`src/hdl/pfi_pkg.sv`:
```
// ----------------------------------------------------------------------------
// pfi_pkg
// Shared constants, codes and types of the per-type packet fault injector.
// ----------------------------------------------------------------------------
package pfi_pkg;

    localparam int TYPE_COUNT  = 256;
    localparam int PAYLOAD_MAX = 32;

    localparam int TYPE_AW  = (TYPE_COUNT > 2) ? $clog2(TYPE_COUNT) : 1;
    localparam int FZ_DEPTH = TYPE_COUNT * PAYLOAD_MAX;
    localparam int FZ_AW    = $clog2(FZ_DEPTH);
    localparam int POS_W    = 6;

    localparam logic [POS_W-1:0] POS_SAT    = '1;
    localparam logic [7:0]       BIAS_RESET = 8'h10;

    typedef enum logic [1:0] {
        ACT_SET   = 2'd0,
        ACT_BYTE  = 2'd1,
        ACT_QUERY = 2'd2
    } action_t;

    typedef enum logic [1:0] {
        KIND_NONE   = 2'd0,
        KIND_STUCK  = 2'd1,
        KIND_OFFSET = 2'd2,
        KIND_DROP   = 2'd3
    } kind_t;

    typedef enum logic [1:0] {
        RES_BYTE   = 2'd0,
        RES_DROP   = 2'd1,
        RES_REPORT = 2'd2
    } result_t;

    typedef enum logic [1:0] {
        ST_IDLE,
        ST_LOOKUP,
        ST_RD,
        ST_EMIT
    } state_t;

    typedef struct packed {
        logic [1:0] action;
        logic [7:0] type_id;
        logic [1:0] fault_kind;
        logic [7:0] data_byte;
        logic       last_byte;
    } cmd_item_t;

    typedef struct packed {
        logic [1:0] result_kind;
        logic [7:0] out_byte;
        logic       out_last;
        logic [1:0] kind_out;
        logic       injected;
        logic       too_long;
    } res_item_t;

    // one entry of the per-type table
    typedef struct packed {
        logic [1:0]       kind;
        logic             fvalid;
        logic [POS_W-1:0] flen;
    } tm_entry_t;

    localparam int TM_W = $bits(tm_entry_t);

    typedef struct packed {
        logic               re;
        logic [TYPE_AW-1:0] raddr;
        logic               we;
        logic [TYPE_AW-1:0] waddr;
        tm_entry_t          wdata;
    } tm_req_t;

    typedef struct packed {
        logic             re;
        logic [FZ_AW-1:0] raddr;
        logic             we;
        logic [FZ_AW-1:0] waddr;
        logic [7:0]       wdata;
    } fz_req_t;

endpackage

```
`src/hdl/pfi_ctrl.sv`:
```
// ----------------------------------------------------------------------------
// pfi_ctrl
// Sequencer: reads the type entry, applies the fault, updates the table and
// the frozen byte store, and replays frozen packets through the output register.
// ----------------------------------------------------------------------------
module pfi_ctrl (
    input  logic               clk,
    input  logic               rst_n,
    input  logic               in_valid,
    output logic               in_ready,
    input  pfi_pkg::cmd_item_t in_item,
    output logic               out_valid,
    input  logic               out_ready,
    output pfi_pkg::res_item_t out_item,
    input  logic [7:0]         bias,
    output pfi_pkg::tm_req_t   tm_req,
    input  pfi_pkg::tm_entry_t tm_rdata,
    output pfi_pkg::fz_req_t   fz_req,
    input  logic [7:0]         fz_rdata
);

    import pfi_pkg::*;

    localparam logic [POS_W-1:0] PMAX = POS_W'(PAYLOAD_MAX);

    state_t            state_reg, state_next;
    cmd_item_t         item_reg;
    logic [7:0]        t_reg;
    logic              ok_reg;
    logic              ent_vq_reg;
    logic [POS_W-1:0]  pos_reg, pos_next;
    logic [7:0]        cur_type_reg;
    logic [TYPE_COUNT-1:0] ent_valid_reg;
    logic [FZ_AW-1:0]  base_reg, base_next;
    logic [POS_W-1:0]  len_reg, len_next;
    logic              tl_reg, tl_next;
    logic [POS_W-1:0]  idx_reg;
    res_item_t         out_item_reg, out_load_item;
    logic              out_valid_reg;

    logic              accept;
    logic              out_free;
    logic              out_load;
    logic              lk_emit;
    logic              lk_replay;
    logic              lk_advance;
    logic [7:0]        look_type;
    tm_entry_t         entry;
    logic [1:0]        cur_kind;
    logic [POS_W-1:0]  new_len;
    logic [POS_W-1:0]  stored_len;

    assign accept   = in_valid && in_ready;
    assign out_free = !out_valid_reg || out_ready;

    // type of the addressed entry: a packet keeps the type of its first byte
    always_comb
    begin
        if (in_item.action == ACT_BYTE && pos_reg != '0)
        begin
            look_type = cur_type_reg;
        end
        else
        begin
            look_type = in_item.type_id;
        end
    end

    assign entry    = ent_vq_reg ? tm_rdata : '0;
    assign cur_kind = ok_reg ? entry.kind : KIND_NONE;
    assign new_len  = (pos_reg >= PMAX) ? PMAX : pos_reg + POS_W'(1);
    assign stored_len = (entry.flen > PMAX) ? PMAX : entry.flen;
    assign base_next  = FZ_AW'(t_reg[TYPE_AW-1:0]) * FZ_AW'(PAYLOAD_MAX);

    assign pos_next = item_reg.last_byte ? '0
                    : ((pos_reg == POS_SAT) ? pos_reg : pos_reg + POS_W'(1));

    // lookup stage decision
    always_comb
    begin
        lk_emit       = 1'b0;
        lk_replay     = 1'b0;
        out_load_item = '0;
        len_next      = stored_len;
        tl_next       = 1'b0;
        out_load_item.kind_out = cur_kind;
        case (item_reg.action)
            ACT_SET:
            begin
                lk_emit = 1'b1;
                out_load_item.result_kind = RES_REPORT;
                out_load_item.out_last    = 1'b1;
                out_load_item.kind_out    = ok_reg ? item_reg.fault_kind : KIND_NONE;
            end
            ACT_QUERY:
            begin
                lk_emit = 1'b1;
                out_load_item.result_kind = RES_REPORT;
                out_load_item.out_last    = 1'b1;
            end
            ACT_BYTE:
            begin
                case (cur_kind)
                    KIND_NONE:
                    begin
                        lk_emit = 1'b1;
                        out_load_item.result_kind = RES_BYTE;
                        out_load_item.out_byte    = item_reg.data_byte;
                        out_load_item.out_last    = item_reg.last_byte;
                    end
                    KIND_OFFSET:
                    begin
                        lk_emit = 1'b1;
                        out_load_item.result_kind = RES_BYTE;
                        out_load_item.out_byte    = (pos_reg == POS_W'(1))
                                                  ? item_reg.data_byte + bias
                                                  : item_reg.data_byte;
                        out_load_item.out_last    = item_reg.last_byte;
                        out_load_item.injected    = 1'b1;
                    end
                    KIND_DROP:
                    begin
                        lk_emit = item_reg.last_byte;
                        out_load_item.result_kind = RES_DROP;
                        out_load_item.out_last    = 1'b1;
                    end
                    default:
                    begin
                        // stuck: replay on every last byte, capture closes here too
                        lk_replay = item_reg.last_byte;
                        if (!entry.fvalid)
                        begin
                            len_next = new_len;
                            tl_next  = item_reg.last_byte && (pos_reg >= PMAX);
                        end
                    end
                endcase
            end
            default:
            begin
                lk_emit = 1'b0;
            end
        endcase
    end

    assign lk_advance = !lk_emit || out_free;

    // next state
    always_comb
    begin
        state_next = state_reg;
        case (state_reg)
            ST_IDLE:
            begin
                if (accept)
                begin
                    state_next = ST_LOOKUP;
                end
            end
            ST_LOOKUP:
            begin
                if (lk_advance)
                begin
                    state_next = lk_replay ? ST_RD : ST_IDLE;
                end
            end
            ST_RD:
            begin
                state_next = ST_EMIT;
            end
            ST_EMIT:
            begin
                if (out_free)
                begin
                    state_next = (idx_reg == len_reg - POS_W'(1)) ? ST_IDLE : ST_RD;
                end
            end
            default:
            begin
                state_next = ST_IDLE;
            end
        endcase
    end

    // outputs and memory requests
    always_comb
    begin
        in_ready = (state_reg == ST_IDLE);
        out_load = 1'b0;

        tm_req       = '0;
        tm_req.re    = accept;
        tm_req.raddr = look_type[TYPE_AW-1:0];
        tm_req.waddr = t_reg[TYPE_AW-1:0];

        fz_req       = '0;
        fz_req.raddr = base_reg + FZ_AW'(idx_reg);
        fz_req.waddr = base_next + FZ_AW'(pos_reg);
        fz_req.wdata = item_reg.data_byte;

        case (state_reg)
            ST_LOOKUP:
            begin
                if (lk_advance)
                begin
                    out_load = lk_emit;
                    if (item_reg.action == ACT_SET)
                    begin
                        tm_req.we           = ok_reg;
                        tm_req.wdata.kind   = item_reg.fault_kind;
                        tm_req.wdata.fvalid = 1'b0;
                        tm_req.wdata.flen   = '0;
                    end
                    else if (item_reg.action == ACT_BYTE && cur_kind == KIND_STUCK
                             && !entry.fvalid)
                    begin
                        fz_req.we = (pos_reg < PMAX);
                        tm_req.we           = item_reg.last_byte;
                        tm_req.wdata.kind   = KIND_STUCK;
                        tm_req.wdata.fvalid = 1'b1;
                        tm_req.wdata.flen   = new_len;
                    end
                end
            end
            ST_RD:
            begin
                fz_req.re = 1'b1;
            end
            ST_EMIT:
            begin
                out_load = out_free;
            end
            default:
            begin
                out_load = 1'b0;
            end
        endcase
    end

    // control state
    always_ff @(posedge clk or negedge rst_n)
    begin
        if (!rst_n)
        begin
            state_reg     <= ST_IDLE;
            pos_reg       <= '0;
            cur_type_reg  <= '0;
            ent_valid_reg <= '0;
            ent_vq_reg    <= 1'b0;
            out_valid_reg <= 1'b0;
            idx_reg       <= '0;
        end
        else
        begin
            state_reg <= state_next;
            if (accept)
            begin
                ent_vq_reg <= ent_valid_reg[look_type[TYPE_AW-1:0]];
                if (in_item.action == ACT_BYTE && pos_reg == '0)
                begin
                    cur_type_reg <= in_item.type_id;
                end
            end
            if (state_reg == ST_LOOKUP && lk_advance && item_reg.action == ACT_BYTE)
            begin
                pos_reg <= pos_next;
            end
            if (tm_req.we)
            begin
                ent_valid_reg[tm_req.waddr] <= 1'b1;
            end
            if (out_load)
            begin
                out_valid_reg <= 1'b1;
            end
            else if (out_ready)
            begin
                out_valid_reg <= 1'b0;
            end
            if (state_reg == ST_LOOKUP)
            begin
                idx_reg <= '0;
            end
            else if (state_reg == ST_EMIT && out_free)
            begin
                idx_reg <= idx_reg + POS_W'(1);
            end
        end
    end

    // payload registers
    always_ff @(posedge clk)
    begin
        if (accept)
        begin
            item_reg <= in_item;
            t_reg    <= look_type;
            ok_reg   <= ({1'b0, look_type} < 9'(TYPE_COUNT));
        end
        if (state_reg == ST_LOOKUP && lk_advance && lk_replay)
        begin
            base_reg <= base_next;
            len_reg  <= len_next;
            tl_reg   <= tl_next;
        end
        if (out_load)
        begin
            if (state_reg == ST_EMIT)
            begin
                out_item_reg.result_kind <= RES_BYTE;
                out_item_reg.out_byte    <= fz_rdata;
                out_item_reg.out_last    <= (idx_reg == len_reg - POS_W'(1));
                out_item_reg.kind_out    <= KIND_STUCK;
                out_item_reg.injected    <= 1'b1;
                out_item_reg.too_long    <= tl_reg;
            end
            else
            begin
                out_item_reg <= out_load_item;
            end
        end
    end

    assign out_valid = out_valid_reg;
    assign out_item  = out_item_reg;

    a_accept_to_lookup: assert property (@(posedge clk) disable iff (!rst_n)
        accept |=> state_reg == ST_LOOKUP)
        else $error("accepted item did not enter lookup");

    a_rd_to_emit: assert property (@(posedge clk) disable iff (!rst_n)
        state_reg == ST_RD |=> state_reg == ST_EMIT)
        else $error("frozen read not followed by emit");

    a_replay_idx: assert property (@(posedge clk) disable iff (!rst_n)
        state_reg == ST_EMIT |-> idx_reg < len_reg)
        else $error("replay index beyond frozen length");

    a_no_write_in_replay: assert property (@(posedge clk) disable iff (!rst_n)
        (state_reg == ST_RD || state_reg == ST_EMIT) |-> !tm_req.we && !fz_req.we)
        else $error("table write during replay");

    a_no_load_over_pending: assert property (@(posedge clk) disable iff (!rst_n)
        out_load |-> out_free)
        else $error("output register overwritten while held");

endmodule

```
`config.mk`:
```
export PLATFORM = sky130hd
export DESIGN_NAME = pfi_ctrl
export DESIGN_NICKNAME = d
export VERILOG_FILES = /design/src/hdl/pfi_pkg.sv /design/src/hdl/pfi_ctrl.sv
export SDC_FILE = /design/constraint.sdc
export NUM_CORES = 1
export LEC_CHECK = 0
export BUFFER_PORTS_ARGS = -buffer_cell sky130_fd_sc_hd__buf_2
export CAP_MARGIN = 20
export CORE_ASPECT_RATIO = 0.9
export CORE_MARGIN = 3
export CORE_UTILIZATION = 45
export DETAILED_ROUTE_END_ITERATION = 12
export PLACE_DENSITY_LB_ADDON = 0.25
export SYNTH_ARGS = -nofsm -noshare
export SYNTH_HDL_FRONTEND = slang
export SYNTH_SLANG_ARGS = --single-unit
export TNS_END_PERCENT = 1
```
`constraint.sdc`:
```
create_clock -name clk -period 3.25 [get_ports clk]
set_clock_uncertainty 0.1 [all_clocks]
set_input_delay 0.325 -clock clk [delete_from_list [all_inputs] [get_ports clk]]
set_output_delay 0.325 -clock clk [all_outputs]
set_load 0.005 [all_outputs]
```
==> results of run 1 <==
metal layers:
| metal | wire (um) | track usage | share of wire | up-vias |
|---|---|---|---|---|
| li1 | - | - | - | 5626 |
| met5 | 0 | 0 | 0 | - |
| met4 | 1870 | 0.101 | 0.038 | 0 |
| met3 | 4680 | 0.0536 | 0.096 | 115 |
| met2 | 21300 | 0.388 | 0.44 | 630 |
| met1 | 21000 | 0.370 | 0.43 | 6306 |
critical path: cells and delay by family, from the launching register on:
family | cells | cell delay (ns)
compound gates | 3 | 0.47
buf+inv | 5 | 0.79
flops | 1 | 0.41
mux | 1 | 0.14
simple gates | 4 | 1.21
timing repair:
item | CTS | global route
buffers inserted | 4 | 7
gates cloned | 0 | 2
pin swaps | 2 | 7
hold buffers | 29 | 0
hold endpoints to repair | 110 | 0
resized for setup | 8 | 31
endpoints found under the setup margin | 1 | 2
final cells by class:
cell class / count / area [sq um]
Clock buffer: 53 / 1080
Clock inverter: 6 / 31.3
Fill cell: 2979 / 15300
Inverter: 24 / 105
Multi-Input combinational cell: 966 / 6580
Sequential cell: 331 / 8540
Tap cell: 462 / 578
Timing Repair Buffer: 282 / 2070
Timing Repair inverter: 1 / 8.76
metrics by stage:
stage	utilization	instance area, sq um	setup slack, ns	hold WS, ns	setup TNS [ns]
2_1_floorplan	-	15700	0.405	-0.0706	0
3_3_place_gp	0.503	17200	-0.0956	0.269	-0.0956
3_5_place_dp	0.503	17200	-0.120	0.268	-0.120
4_1_cts	0.546	18700	0.000749	0.00147	0
5_1_grt	0.554	19000	-0.0184	0.0188	-0.0184
6_report	0.554	19000	0.0156	0.00880	0
worst min-delay path by stage:
| stage | start | end | slack, ns | depth (start not counted) |
|---|---|---|---|---|
| 2_1_floorplan | rst_n | cur_type_reg[0]$_DFFE_PN0P_ | -0.07 | 0 |
| 3_3_place_gp | rst_n | ent_valid_reg[153]$_DFFE_PN0P_ | 0.27 | 1 |
| 3_5_place_dp | rst_n | ent_valid_reg[153]$_DFFE_PN0P_ | 0.27 | 1 |
| 4_1_cts | tm_rdata[3] | len_reg[3]$_DFFE_PP_ | 0.001 | 3 |
| 5_1_grt | tm_rdata[3] | len_reg[3]$_DFFE_PP_ | 0.02 | 3 |
| 6_report | tm_rdata[4] | len_reg[4]$_DFFE_PP_ | 0.009 | 3 |
kinds of logic after synthesis:
| group | after synthesis | share of synthesized area |
|---|---|---|
| AOI/OAI and AO/OA | 491 | 0.227 |
| muxes | 46 | 0.0308 |
| xor gates and xnor gates | 33 | 0.0184 |
| and+or+nand+nor | 379 | 0.117 |
| adders and majority gates | 17 | 0.0140 |
| buffers and inverters | 143 | 0.0510 |
| DFF | 331 | 0.542 |
power by group:
| group | leakage (nW) | internal [mW] | switching [mW] |
|---|---|---|---|
| sequential | 4.34 | 4.75 | 0.380 |
| clock | 0.552 | 2.29 | 1.66 |
| combinational | 5.17 | 1.49 | 2.30 |
| total | 10.1 | 8.53 | 4.34 |
layout by cell type (no fill, tap or decap), drive strengths merged, types with 6 or more instances in the layout:
cell	Yosys	routed
nor3	20	20
xor2	11	11
ha	16	16
o22ai	15	15
o21ai	29	29
mux2i	35	35
nand4	13	13
edfxtp	51	51
a311oi	6	6
dfrtp	280	280
clkinv	0	6
nand2b	11	11
nand3	42	42
a31oi	7	7
and2	9	9
o2111ai	6	6
a221oi	10	10
mux2	11	11
a32oi	11	11
a211oi	27	27
nor2b	12	12
nor2	54	54
o31ai	9	9
a22oi	14	14
xnor2	22	22
o21bai	67	67
a21oi	62	62
nand2	162	162
dlygate4sd3	0	29
buf	73	252
nor4	14	14
a21o	194	194
inv	24	25
clkbuf	46	54
and3	23	23
==> results.txt, run 1 <==
- Outcome: finished clean
- The worst register-to-register path ends at ent_vq_reg$_DFFE_PN0P_.
- Flip-flop count of the largest register after layout: 256
- The die covers 0.0373 sq mm.
- In this run the worst path has a maximum fanout of 10.
* Half-perimeter wire length after detailed placement: 32.2 mm
- Number of I/O port buffers: 129
- Fraction of layout instances using a drive strength above 1: 0.221
- The mapped netlist covers 0.0157 sq mm.
- Peak supply drop: 0.485 mV
* Period Utilization, post-route: 0.995
* Synth area leader: dfrtp_1
* Highest clock frequency the design can meet: 0.309 GHz
- Aggregate global routing overflow: 0
* Net count of the mapped netlist: 1,507
- Async set-or-reset flop fraction in the synthesized netlist: 0.846
- Leakage: 10.1 nW
- Final routed wire length divided by cell count: 23.0 um
- Relative slew slack: 0.236
- Delay of the slowest cell on the worst path: 0.41 ns
* Worst-skew pair later-pin latency: 0.53 ns
* First drt pass iteration count: 5
* Standard-cell row count: 64
- After the flow finishes, the layout carries non-filler instances totaling 2,125.
- For the pin with the worst max-slew slack, the measured transition is 1.14 ns.
- The number of pins with negative max-slew slack in the final report came to 0.
- The initial utilization of the core area, before any placement, comes to 0.459.
- By startpoint and endpoint, the worst setup path is classified as reg -> reg.
* Total I/O pin count: 130
- Cell chosen for the clock root: clkbuf_16
- Post-synth top flop: dfrtp_1
- The number of placed instances, taps included, is 2,022.
- Crit path arrival time: 3.57 ns
- Antenna diode count: 0
* Vias in the first global route: 12,500
* Sequential area share after synthesis: 0.542
* Nature of the critical path endpoint: flop
* Type of the tightest min-delay check: in -> reg
- By instance count, the cell type seen most on the critical path is buf_4.
- Net count of the finished layout: 1,710
* Worst EP required: 3.58 ns
- For the worst flop-to-flop path, the logic depth is 13.
* Area growth, synth to finish: 20.6%
- Series of cell instances along the critical path: nor4_4 -> buf_6 -> a21oi_4 -> buf_6 -> buf_4 -> buf_4 -> mux2i_1 -> buf_4 -> nor2_1 -> nand4_1 -> nand3_1 -> a21oi_1 -> a32oi_2
* Initial antenna violation count: 0
* Reg-to-Reg Start: pos_reg[5]$_DFFE_PN0P_
- Die X: 203 um
- TritonCTS Buffers: 37
- In the global route stage, overall resource usage came out at 0.258.
* Clock tree from TritonCTS: yes
- Subtracting the final worst setup slack from the clock period gives 3.23 ns.
- Floorplan Core Area: 0.0343 sq mm
- Each instance of the synthesized netlist takes up on average 10.9 sq um.
- Final WL: 48.9 mm
* Total clock sinks: 331
* Die Height: 183 um
* Distinct cells, synth: 86
* Maximum capacitance violations: 0
* H-tree level count: 2
- Number of buffers between clock root and the deepest sink: 3
- CP Launch Point: pos_reg[5]$_DFFE_PN0P_
- Cell with the largest stage delay on the worst path: dfrtp_1
* Share of Yosys cell area claimed by the top area cell type: 0.445
- The count of nets left with antenna violations once routing finished came out at 0.
* Total power density per cell area: 678 mW/mm^2
* Global-route wire length before repair: 74.5 mm
* DRT iter0 DRCs: 1,080
* Gate Count Post-Synth: 1,440
- Final-report hold violation count: 0
- Post-detailed-route via-to-cell ratio: 5.97
* Reg2Reg Setup Slack: 0.02 ns
* Setup Viol. Count Final: 0
* CP Launch Type: flop
- Worst Setup EP: ent_vq_reg$_DFFE_PN0P_
* Final routed DRC violation total: 0
* Weighted congestion reported at the end of routability-driven placement: 0.889
- Via count of the routed design: 12,700
- The synthesized design contains 51 enable-type register cells.
- Register clock-pin slew on the reported worst setup and hold paths: 0.06 ns
* Top cells by instance count after synthesis: dfrtp_1 (280), a21o_1 (194), nand2_1 (162)
* Top area cells in the synthesized netlist: dfrtp_1 (44%), edfxtp_1 (9.7%), a21o_1 (9.2%)
- In this run, synthesis produced a sequential element count of 331.
- Largest net degree at the start of global routing: 87
- The most common cell in the synthesized netlist is dfrtp_1.
- Power after layout: 12.9 mW
- Yosys Warn Count: 0
(Power assumes the default switching activity.)
==> run 2: changes to the inputs <==
--- a/config.mk
+++ b/config.mk
@@ -5,12 +5,13 @@
 export SDC_FILE = /design/constraint.sdc
 export NUM_CORES = 1
 export LEC_CHECK = 0
-export BUFFER_PORTS_ARGS = -buffer_cell sky130_fd_sc_hd__buf_2
 export CAP_MARGIN = 20
 export CORE_ASPECT_RATIO = 0.9
 export CORE_MARGIN = 3
 export CORE_UTILIZATION = 45
+export CTS_BUF_LIST = sky130_fd_sc_hd__clkbuf_4 sky130_fd_sc_hd__clkbuf_8
 export DETAILED_ROUTE_END_ITERATION = 12
+export DONT_BUFFER_PORTS = 1
 export PLACE_DENSITY_LB_ADDON = 0.25
 export SYNTH_ARGS = -nofsm -noshare
 export SYNTH_HDL_FRONTEND = slang
==> run 2 against run 1 <==
Net effect:
- the flow now finishes with violations (hold timing)
- die area stayed put
- combinational power is 13% lower
- core utilization is 2.0 points lower
- setup slack better by 0.11 ns
- global-route usage hardly changed
- flip-flop and latch count stayed put
- critical path type unchanged
==> results.txt, run 2 (same netlist as run 1, synthesis figures left out) <==
* Outcome: finished, violations left
- Violated checks: hold timing
- Number of I/O port buffers: 0 (-100%)
- The library cell used most frequently in the layout, excluding fill and tap cells, is dfrtp_1.
- The worst-path maximum fanout was 19 (+9).
- The critical path goes through nor4_4 -> mux2_4 -> and2_4 -> inv_8 -> buf_12 -> buf_16 -> a21oi_1 -> a221oi_2 -> nand3_1 -> nand3_1 -> o2111ai_2 -> a32oi_1.
- The maximum vdd drop was 0.335 mV (-31%).
- Critical path class: reg -> reg
* Total clock sinks: 331 (unchanged)
* Fraction of layout instances using a drive strength above 1: 0.168 (-0.0525)
- Cell with the largest stage delay on the worst path: dfrtp_1
- Commonest cells after routing, fill and taps aside: dfrtp_1 (280), a21o_1 (194), nand2_1 (161)
- Worst-skew pair later-pin latency: 0.61 ns (+0.08 ns)
* Nature of the critical path endpoint: flop
- H-tree level count: 2 (unchanged)
- Clock tree from TritonCTS: yes
- Aggregate global routing overflow: 0 (unchanged)
- Reg power frac: 0.424 (+0.025)
* Half-perimeter wire length after detailed placement: 32.2 mm (+0.16%)
- The cell leakage power was 9.57 nW (-4.9%).
* Period Utilization, post-route: 0.962 (-0.0329)
- The remaining max-slew budget at the tightest pin was 0.406 (+0.169).
- Final routed wire length divided by cell count: 24.0 um (+4.1%)
* Part of the total power dissipated in the clock network: 0.308 (+0.002)
* Final-report hold violation count: 280 (+280)
- The pre-CTS setup slack is -0.209 ns (-0.0893 ns).
- Initial antenna violation count: 0 (unchanged)
- DRT iter0 DRCs: 1,036 (-4.1%)
* Via count of the routed design: 12,300 (-3.3%)
* Area growth, synth to finish: 16.2%
- The final-layout worst hold slack was -0.688 ns (-0.697 ns).
- Clock tree synthesis selected as its root buffer the cell clkbuf_8.
* Power after layout: 12.4 mW (-4.0%)
- Crit path arrival time: 3.56 ns (about the same)
- The longest individual stage delay on the worst path came to 0.41 ns (about the same).
- The total net switching power came to 4.19 mW (-3.5%).
- Total I/O pin count: 130 (unchanged)
- The count of fill cells added during filler insertion is 3,005 (+0.87%).
- The data required time of the worst path came to 3.68 ns (+0.10 ns).
- First drt pass iteration count: 5 (unchanged)
- Floorplan Core Area: 0.0343 sq mm (unchanged)
- CP Launch Type: flop
- The via count of the first global-routing pass is 12,300 (-2.3%).
- Int Power: 8.17 mW (-4.2%)
* Worst Max-Slew Pin Slew: 0.892 ns (-0.250 ns)
- Final antenna-violating net count: 0 (unchanged)
- Maximum capacitance violations: 0 (unchanged)
* Post-DP Area: 0.0166 sq mm (-3.7%)
- Setup repair after global routing left no endpoint under its margin.
- Standard-cell row count: 64 (unchanged)
- The deepest clock path buffer count came to 3 (unchanged).
- Critical path's most frequent cell: nand3_1
- The flip-flop count of the largest register, all copies and words added came to 256 (unchanged).
- Register clock-pin slew on the reported worst setup and hold paths: 0.07 ns (about the same)
- Final critical-path required period: 3.13 ns (-0.107 ns)
- The overall die area came to 0.0373 sq mm (unchanged).
- The number of setup violations in the final report came to 0 (unchanged).
* Total power density per cell area: 676 mW/mm^2 (-0.28%)
- The first-pass GRT wire length was 74.2 mm (-0.37%).
- TritonCTS Buffers: 53 (+43%)
- Largest net degree at the start of global routing: 281 (+220%)
* Number of max-slew violations in the final report: 0 (unchanged)
- Post-route cell area: 0.0183 sq mm (-3.7%)
- The maximum clock frequency came to 0.320 GHz (+3.4%).
- The number of remaining DRC errors was 0 (unchanged).
* Final Worst Setup Slack: 0.123 ns (+0.107 ns)
* Post-detailed-route via-to-cell ratio: 6.01 (+0.78%)
* CP Launch Point: pos_reg[5]$_DFFE_PN0P_
- Logic pwr share: 0.269 (-0.026)
- Hold-fix buffer count after cts: 43 (+48%)
* Die Height: 183 um (unchanged)
* Initial Util: 0.459 (unchanged)
- TNS Setup: 0 ns (unchanged)
- Net count of the finished layout: 1,602 (-6.3%)
* Final WL: 48.8 mm (-0.15%)
- Weighted congestion reported at the end of routability-driven placement: 0.883 (-0.70%)
- Gr usage total: 0.258 (about the same)
* Reg-to-Reg Start: pos_reg[5]$_DFFE_PN0P_
- Antenna diode count: 0 (unchanged)
- The switching portion of total power is 0.339 (+0.00165).
- Die X: 203 um (unchanged)
- The min-delay analysis places its worst path in the category in -> async.
## run 2: cell types whose count changed in the layout (fill, tap and decap cells not counted), sizes merged
cell         delta
dlygate4sd3    +14
clkinv         +10
clkbuf         +26
bufinv          +1
buf           -138
## run 2: layer usage
metal  share of wire  vias to the layer above  GRT usage
li1                -                     5415          -
met1            0.44                     6188      0.368
met2            0.44                      546      0.391
met3           0.090                      104     0.0607
met4           0.030                        0     0.0889
met5               0                        -          0
## run 2: area by class of cell
type	count	area (sq um)	share of cell area
sequential	331	8540	0.467
multi-input combinational	966	6500	0.356
timing repair buffer	159	1440	0.0785
clock buffer	78	1020	0.0560
tap	462	578	0.0316
clock inverter	18	115	0.00629
inverter	24	97.6	0.00534
## run 2: stage by stage
stage,instances,utilization
detailed placement,1896,0.484
finish,2038,0.534
floorplan,1440,-
global route,2038,0.534
CTS,2035,0.530
global placement,1896,0.484
## run 2: final timing paths
path                                                  end  slack (ns)  cells after the start
setup / recovery                   ent_vq_reg$_DFFE_PN0P_        0.12                     12
hold / removal             ent_valid_reg[155]$_DFFE_PN0P_       -0.69                      0
setup reg to reg                   ent_vq_reg$_DFFE_PN0P_        0.12                     12
hold reg to reg             ent_valid_reg[34]$_DFFE_PN0P_        0.35                      1
max in group asynchronous  ent_valid_reg[251]$_DFFE_PN0P_        3.16                      0
min in group clk                   out_item[12]$_DFFE_PP_        0.05                      3
## run 2: worst max-delay path, delay by kind of cell (launching register included)
family / cells / cell delay [ns]
AO/OA/AOI/OAI: 4 / 0.83
flip-flops: 1 / 0.41
multiplexers: 1 / 0.34
buffers and inverters: 3 / 0.47
AND/OR/NAND/NOR: 4 / 0.87
## run 2: power groups by stage
stage                     Sequential (mW)  Combinational (mW)  Clock [mW]
final                                5.24                3.32        3.80
after floorplan                      5.07                2.18           0
after global routing                 5.29                3.54        4.08
after CTS                            5.23                3.16        3.86
after detailed placement             5.30                3.09           0
after global placement               5.29                3.05           0
## run 2: repair_timing
item / 4_1_cts / 5_1_grt
pin swaps: 0 / 5
setup endpoints to repair: 2 / 5
resized for setup: 4 / 18
setup buffers: 0 / 1
endpoints found under the hold margin: 337 / 280
gates cloned: 0 / 1
==> run 3: changes to the inputs <==
--- a/config.mk
+++ b/config.mk
@@ -13,6 +13,8 @@
 export DETAILED_ROUTE_END_ITERATION = 12
 export DONT_BUFFER_PORTS = 1
 export PLACE_DENSITY_LB_ADDON = 0.25
+export RECOVER_POWER = 25
+export SETUP_SLACK_MARGIN = 0.1
 export SYNTH_ARGS = -nofsm -noshare
 export SYNTH_HDL_FRONTEND = slang
 export SYNTH_SLANG_ARGS = --single-unit
==> run 3 against run 2 <==
Net effect:
- the run still ends with hold timing left
- largest cell class unchanged
- final area up 0.21%
- die area unchanged
- flip-flop and latch count unchanged
==> results.txt, run 3 (same netlist as run 1, synthesis figures left out) <==
- Initial Util: 0.459 (unchanged)
- The register-to-register path setup slack came to 0.08 ns (-0.04 ns).
* Initial antenna violation count: 0 (unchanged)
* Part of the total power dissipated in the clock network: 0.307 (about the same)
- The floorplan die width came to 203 um (unchanged).
- The cell leakage power was 9.59 nW (+0.20%).
- Number of max-slew violations in the final report: 0 (unchanged)
* Leading cell type in the layout, fill and taps excluded: dfrtp_1
- First drt pass iteration count: 5 (unchanged)
- Antenna diode count: 0 (unchanged)
- Crit path arrival time: 3.60 ns (+0.04 ns)
- Critical path class: reg -> reg
- Fill cells: 3,003 (-0.067%)
- The first-pass GRT wire length is 74.3 mm (about the same).
- Aggregate global routing overflow: 0 (unchanged)
- Final routed wire length divided by cell count: 24.0 um (about the same)
* Fraction of layout instances using a drive strength above 1: 0.170 (+0.00221)
* Clock tree from TritonCTS: yes
* H-tree level count: 2 (unchanged)
* Register clock-pin slew on the reported worst setup and hold paths: 0.07 ns (about the same)
- The area growth from synthesis to layout is 16.4%.
* Switching power of the nets: 4.20 mW (+0.20%)
- The worst setup path is captured at a flop.
- Type of the tightest min-delay check: in -> async
- The area of placed instances was 0.0166 sq mm (unchanged).
- Reg power frac: 0.423 (about the same)
- CP Launch Type: flop
* Total power density per cell area: 676 mW/mm^2 (about the same)
* Via count of the routed design: 12,400 (+0.84%)
* Final routed DRC violation total: 0 (unchanged)
- Violated checks: hold timing
- The period utilization is 0.976 (+0.0136).
- Crit-path max FO: 15 (-4)
* Reg-to-Reg Start: pos_reg[3]$_DFFE_PN0P_
- Cell chosen for the clock root: clkbuf_8
* Number of buffers between clock root and the deepest sink: 3 (unchanged)
- RSZ-0062 raised after global routing: yes
* Worst EP required: 3.68 ns (about the same)
- The final-layout worst hold slack was -0.694 ns (-0.00548 ns).
- Endpoint of the worst-slack reg-to-reg timing path: ent_vq_reg$_DFFE_PN0P_
- Int Power: 8.19 mW (+0.27%)
* DRT iter0 DRCs: 1,078 (+4.1%)
- Cell count of the worst reg-to-reg path: 11 (-1)
- The top-level I/O count came to 130 (unchanged).
* Net count of the finished layout: 1,605 (+0.19%)
* Final WL: 48.9 mm (+0.14%)
* Area of the die: 0.0373 sq mm (unchanged)
- Post-route cell area: 0.0183 sq mm (+0.21%)
- Largest net degree at the start of global routing: 281 (unchanged)
- The per-cell via count in the routed design came to 6.05 (+0.69%).
- Peak supply drop: 0.336 mV (+0.20%)
- The flow ran to the end, but the final reports show violations.
* Highest clock frequency the design can meet: 0.315 GHz (-1.4%)
* Power after layout: 12.4 mW (+0.25%)
- The hold buffer count at cts came to 43 (unchanged).
* Floorplan Core Area: 0.0343 sq mm (unchanged)
- Setup Viol. Count Final: 0 (unchanged)
- Standard-cell row count: 64 (unchanged)
- Worst Max-Slew Pin Slew: 0.893 ns (+0.00129 ns)
- Flip-flop count of the largest register after layout: 256 (unchanged)
- The weighted congestion reported at the end of routability-driven placement was 0.883 (unchanged).
- Logic pwr share: 0.270 (about the same)
* TritonCTS Buffers: 53 (unchanged)
- Final antenna-violating net count: 0 (unchanged)
- The remaining max-slew budget at the tightest pin came to 0.405 (-0.000859).
- The sum of negative setup slack is 0 ns (unchanged).
* Vias in the first global route: 12,300 (unchanged)
- The total track usage came to 0.258 (about the same).
* Final critical-path required period: 3.17 ns (+0.0440 ns)
- Half-perimeter wire length after detailed placement: 32.2 mm (unchanged)
* Worst-skew pair later-pin latency: 0.62 ns (about the same)
- The number of sinks handled by clock tree synthesis was 331 (unchanged).
- Commonest cells after routing, fill and taps aside: dfrtp_1 (280), a21o_1 (194), nand2_1 (161)
- Number of I/O port buffers: 0 (unchanged)
- Maximum capacitance violations: 0 (unchanged)
- The die boundary height was 183 um (unchanged).
* Final-report hold violation count: 280 (unchanged)
- Switching part of the total power: 0.339 (about the same)
==> run 3: cell count changes in the layout (fill, tap and decap cells not counted), sizes merged <==
cell and change:
buf +3
==> run 3: metrics by stage <==
stage               worst slack, ns  instances  hold slack, ns  utilization
floorplan                     0.405       1440         -0.0706            -
global route                 0.0500       2041          -0.730        0.535
CTS                          0.0163       2035          -0.719        0.531
detailed placement           -0.209       1896         -0.0573        0.484
finish                       0.0786       2041          -0.694        0.535
global placement             -0.238       1896         -0.0623        0.484
==> run 3: worst max-delay path by stage <==
stage / from / end / slack [ns] / depth (start not counted)
after detailed placement: pos_reg[3]$_DFFE_PN0P_ / ent_vq_reg$_DFFE_PN0P_ / -0.21 / 11
after global placement: pos_reg[3]$_DFFE_PN0P_ / ent_vq_reg$_DFFE_PN0P_ / -0.24 / 11
after global routing: pos_reg[3]$_DFFE_PN0P_ / ent_vq_reg$_DFFE_PN0P_ / 0.05 / 11
after floorplan: pos_reg[0]$_DFFE_PN0P_ / ent_vq_reg$_DFFE_PN0P_ / 0.41 / 15
after CTS: pos_reg[1]$_DFFE_PN0P_ / ent_vq_reg$_DFFE_PN0P_ / 0.02 / 15
final: pos_reg[3]$_DFFE_PN0P_ / ent_vq_reg$_DFFE_PN0P_ / 0.08 / 11
==> run 3: cell type report <==
class,instances,area (sq um),area share
multi-input combinational,966,6510,0.355
inverter,24,97.6,0.00532
timing repair buffer,162,1470,0.0802
clock buffer,78,1020,0.0558
clock inverter,18,115,0.00628
tap,462,578,0.0315
sequential,331,8540,0.466
==> run 3: critical path, cell delays in order, from the launching register on <==
cell       delay, ns
dfrtp_1         0.41
buf_4           0.18
or4_4           0.59
o2111ai_2       0.24
and2_2          0.28
buf_12          0.19
a21oi_1         0.06
a221oi_1        0.44
a311oi_1        0.18
nor3_2          0.18
a31oi_1         0.06
a32oi_1         0.16
==> run 3: per-layer routing <==
layer | vias to the layer above | global-route usage | share of wire | routed length (um)
li1 | 5431 | - | - | -
met1 | 6210 | 0.368 | 0.43 | 21000
met2 | 604 | 0.391 | 0.44 | 21700
met3 | 111 | 0.0609 | 0.097 | 4730
met4 | 0 | 0.0892 | 0.030 | 1470
met5 | - | 0 | 0 | 0
==> run 3: power groups by stage <==
stage	Clock, mW	Sequential [mW]	Combinational (mW)
3_3_place_gp	0	5.29	3.05
3_5_place_dp	0	5.30	3.09
2_1_floorplan	0	5.07	2.18
4_1_cts	3.86	5.23	3.17
6_report	3.80	5.24	3.35
5_1_grt	4.08	5.30	3.57
==> run 3: what timing repair did <==
item,in CTS,in global routing
setup buffers,0,4
pin swaps,2,7
hold endpoints to repair,338,280
endpoints found under the setup margin,3,5
gates cloned,0,1
resized for setup,7,17
